[src/design/uart_xon_xoff_queue_engine_macros.svh]
// Assertion macros shared by the engine.
`ifndef UART_XON_XOFF_QUEUE_ENGINE_MACROS_SVH
`define UART_XON_XOFF_QUEUE_ENGINE_MACROS_SVH

// Implication checked at every clock edge outside reset.
`define UXQ_ASSERT_IMP(label, clk, rst, ante, cons, msg) \
  label: assert property (@(posedge clk) disable iff (rst) (ante) |-> (cons)) else $error(msg);

// Next-cycle implication checked outside reset.
`define UXQ_ASSERT_NEXT(label, clk, rst, ante, cons, msg) \
  label: assert property (@(posedge clk) disable iff (rst) (ante) |=> (cons)) else $error(msg);

`endif

[src/design/uxq_pkg.sv]
package uxq_pkg;

  localparam logic [1:0] OP_LINE = 2'd0;
  localparam logic [1:0] OP_PUT  = 2'd1;
  localparam logic [1:0] OP_GET  = 2'd2;

  localparam logic [7:0] CH_XON    = 8'h11;
  localparam logic [7:0] CH_XOFF   = 8'h13;
  localparam logic [7:0] CH_CTRL_C = 8'h03;

  localparam logic [2:0] REG_DROP_NULLS  = 3'd0;
  localparam logic [2:0] REG_HONOR_XON   = 3'd1;
  localparam logic [2:0] REG_DETECT_CC   = 3'd2;
  localparam logic [2:0] REG_RESUME_ROOM = 3'd3;
  localparam logic [2:0] REG_STOP_ROOM   = 3'd4;

  // One input item as held while it is worked on.
  typedef struct packed {
    logic [1:0] op;
    logic       framing_error;
    logic       transmit_error;
    logic       rx_ready;
    logic       tx_ready;
    logic [7:0] line_byte;
    logic [7:0] write_byte;
  } item_t;

endpackage

[src/design/uxq_ram.sv]
module uxq_ram import uxq_pkg::*; #(
  parameter int AW = 9
) (
  input  logic          clk,
  input  logic          we,
  input  logic [AW-1:0] waddr,
  input  logic [7:0]    wdata,
  input  logic [AW-1:0] raddr,
  output logic [7:0]    rdata
);

  logic [7:0] mem [2**AW];

  always_ff @(posedge clk) begin
    if (we) begin
      mem[waddr] <= wdata;
    end
    rdata <= mem[raddr];
  end

endmodule

[config.mk]
export PLATFORM = sky130hd
export DESIGN_NAME = uxq_ram
export DESIGN_NICKNAME = d
export VERILOG_FILES = /design/src/design/uart_xon_xoff_queue_engine_macros.svh /design/src/design/uxq_pkg.sv /design/src/design/uxq_ram.sv
export SDC_FILE = /design/constraint.sdc
export NUM_CORES = 2
export LEC_CHECK = 0
export ABC_AREA = 1
export BUFFER_PORTS_ARGS = -buffer_cell sky130_fd_sc_hd__buf_2
export CAP_MARGIN = 20
export CORE_UTILIZATION = 55
export DETAILED_ROUTE_END_ITERATION = 8
export PLACE_DENSITY = 0.7
export SLEW_MARGIN = 10
export SYNTH_ARGS = -nofsm -noshare
export SYNTH_HDL_FRONTEND = slang
export SYNTH_SLANG_ARGS = --single-unit
[constraint.sdc]
create_clock -name clk -period 2 [get_ports clk]
set_input_delay 0.2 -clock clk [delete_from_list [all_inputs] [get_ports clk]]
set_output_delay 0.2 -clock clk [all_outputs]
set_load 0.03 [all_outputs]
Word level (Yosys, flattened, before mapping)
Memories as Yosys holds them, arrays and structs flattened. A register that Yosys moved wholly into a read port is not among the register bits.
Cells that the tools add are included.
{"block": "totals", "ff_bits": 0, "latchBits": 0, "ramBits": 4096, "mem_bits_ro": 0, "input_bits": 28, "output_inout_bits": 8, "word_cells": 3, "memories": 1}
{"memory": "mem", "words": 512, "width": 8, "read_ports": 1, "rd_ports_with_merged_regs": 1, "wr": 1, "line": "uxq_ram.sv:12", "text": "logic [7:0] mem [2**AW];"}
{"block": "op_classes", "add_sub_neg": 0, "n_mul": 0, "n_div": 0, "magnitude_cmp": 0, "n_eq_ne": 0, "shifts": 0, "muxes": 2, "bitwise": 0, "n_reduce_logical": 0}
{"op": "$mux W1", "n": 2}

Longest topological paths before layout
{"block": "logic_depth", "word_depth": 2, "ltp_mapped": 15, "ltp_nobuf": 11}

Worst setup path before layout
No wires, ideal clock.
{"block": "synth_path", "kind": "input-to-reg", "start": "input port waddr[4]", "end": "memory mem[212][0] (enable)", "setup_time_ns": 0.370, "arrival_time_ns": 1.421, "required_time_ns": 1.630, "slack_ns": 0.209, "stages": 7, "path_buffers": 1, "cell_sequence": "inv_1 > nor2_1 > inv_1 > nor2_1 > inv_1 > clkbuf_1 > nor2_1"}
{"item": "start: declaration", "line": "uxq_ram.sv:6", "text": "input logic [AW-1:0] waddr,"}
{"item": "end: declaration", "line": "uxq_ram.sv:12"}
No word-level cell before the write port.

==> qor.txt <==
adder-cell share of the synthesized area: 0
fin cells: 19.2k
Clock Sinks: 4,104
outcome: completed
Root Buffer Master: clkbuf_16
TNS Setup: 0 ps
Setup Crit Path Kind: register to register
clock latency on the worst-skew pair: 1010 ps
Vias/cell: 6.02
post-synth net total: 13.9k
clock skew: 68.6 ps
worst-path fanout max: 1
share of layout cells above drive strength 1: 0.146
Pleak: 70.9 nW
PD cells: 934 nW/µm²
min Tclk post-route: 1990 ps
worst slew pin tran: 1250 ps
Worst-path clk slew: 60 ps
Synth Register Bits: 4,104
DIE AREA: 305,000 µm²
simple-gate share of the synthesized area: 0.228
max_cap viols: 0
post-synthesis cell type with the largest combined area: edfxtp_1
HPWL Detailed: 303,000 µm
dominant cells by area after synthesis: edfxtp_1 74%, nand3_1 12%, nand2_1 9.4%
Yosys top cell area share: 0.738
Final Cycle Share: 0.993
total power: 183 mW
CP arrival: 2820 ps
# port buffers: 35
Synth Area in XOR/XNOR: 0
Yosys cell types: 16
Worst R2R Start: mem[101][3]
aggregate global-route resource usage: 0.308
Max Slew Vio Count: 0
H-tree levels: 5
DRT iter0 DRCs: 15.7k
mux cell area share after synthesis: 0
clock buffer depth: 4
beginning of the worst hold path: waddr[4]
Placed Cells: 18.4k
post-CTS setup buffer count: 0
drt first pass iters: 7
number of global-route vias before repair: 110k
reg2reg setup slack: 10 ps
placer congestion estimate: 0.943
Hold Fails Final Rpt: 0
Max Clk Rate: 504 MHz
most frequent cells in the layout: 4,145 x nand2_1, 4,096 x edfxtp_1, 4,026 x nand3_1, 1,223 x buf_4, 512 x nor2_1
Boundary Pins: 36
worst path setup slack after routing: 14.2 ps
worst path required time: 2840 ps
Max VDD drop: 813 µV
Placement Rows: 201
synthesized area per cell: 12.0 µm²
largest family of logic cells by synthesized area: simple AND/OR/NAND/NOR gates
compound-gate portion of the synthesized area: 0
area growth from synthesis to layout: 17.4%
Cells after Synth: 13.9k
final setup vio count: 0
leading cell type in the layout, fill and taps excluded: nand2_1
Final ANT Viol Nets: 0
Worst Setup End Kind: register
sequential share of the synthesized area: 0.739
grt ovf: 0
DP Worst Slack: -842 ps
CP startpoint kind: register
Starting Density: 0.554
via count: 116k
pin count of the biggest net entering global routing: 100
Num CTS Buffers: 405
Die Y-Extent: 553 µm
Rel. slew slack: 0.163
Final nets: 14.9k
Die X: 553 µm
worst hold path class: input pin to register
residual DRC count: 0
WL per Instance: 24.8 µm
Synthesis Warnings: 0
core area: 301,000 µm²
Crit. Startpoint: mem[101][3]
initial antenna violation count: 27
CTS tree: built
final WL: 477,000 µm
first-pass GRT wire length: 703,000 µm
Netlist Area Pre-Place: 167,000 µm²
layer usage:
layer	vias up	GRT usage	wire [µm]
met5	-	0	48
met4	6	0.148	25900
met3	1153	0.0554	51200
met2	6808	0.483	222000
met1	56100	0.418	178000
li1	51500	-	-
report_power, final:
group	leakage, nW	switching, mW	total, mW	internal (mW)
Sequential	36.9	0.132	94.8	94.7
Clock	6.34	32.4	75.4	43.0
Combinational	27.7	8.78	12.6	3.80
layout make-up:
type / instances / area (µm²)
Sequential cell: 4104 / 123000
Fill cell: 21500 / 105000
Multi-Input combinational cell: 8765 / 38500
Timing Repair Buffer: 1582 / 15900
Clock buffer: 499 / 10600
Tap cell: 3958 / 4950
Clock inverter: 237 / 2480
Inverter: 39 / 203
Antenna cell: 19 / 47.5
worst paths after layout:
| check | cells after the start | to |
|---|---|---|
| worst min-delay path | 7 | mem[128][1] |
| worst max register to register | 10 | rdata[3] |
| worst min register to register | 10 | rdata[0] |
| worst max-delay path | 10 | rdata[3] |
stage by stage:
step / hold slack (ps) / util / cell area [µm²]
finish: 92.8 / 0.651 / 196000
global route: 104 / 0.651 / 196000
CTS: 45.5 / 0.650 / 195000
detailed placement: 585 / 0.606 / 182000
global placement: 584 / 0.606 / 182000
floorplan: 299 / - / 167000
cell usage after synthesis:
master,n
inv_2,3
inv_1,34
nor2_1,514
buf_2,517
buf_6,72
edfxtp_1,4096
dfxtp_1,8
buf_4,123
inv_4,2
clkbuf_1,184
buf_12,1
nand2_1,4160
buf_1,82
nor3_1,11
nand3_1,4080
buf_8,4
state kept, by name, summed over array words and instances, names as in the netlist:
| name | flops |
|---|---|
| rdata | 8 |
| mem | 4096 |
worst max-delay path: stages, from the launching register on:
cell      delay [ps]
edfxtp_1         370
nand2_1           80
nand3_1           90
nand3_1          130
nand3_1          100
nand3_1          140
nand3_1          180
nand3_2          230
nand3_1          220
nand3_1          220
nand2_1           60
kinds of logic (layout without fill, tap and decap cells):
family                 Yosys count  in the layout
flip-flops                    4104           4104
AND/OR/NAND/NOR               8765           8765
other                            0             19
buffers and inverters         1022           2357
what timing repair did:
item	CTS	global route
gates resized for setup	26	45
pin swaps	0	3
endpoints found under the setup margin	16	8
hold buffers	10	0
hold endpoints to repair	2554	0
Note: power is estimated with default switching activity, not from simulation.
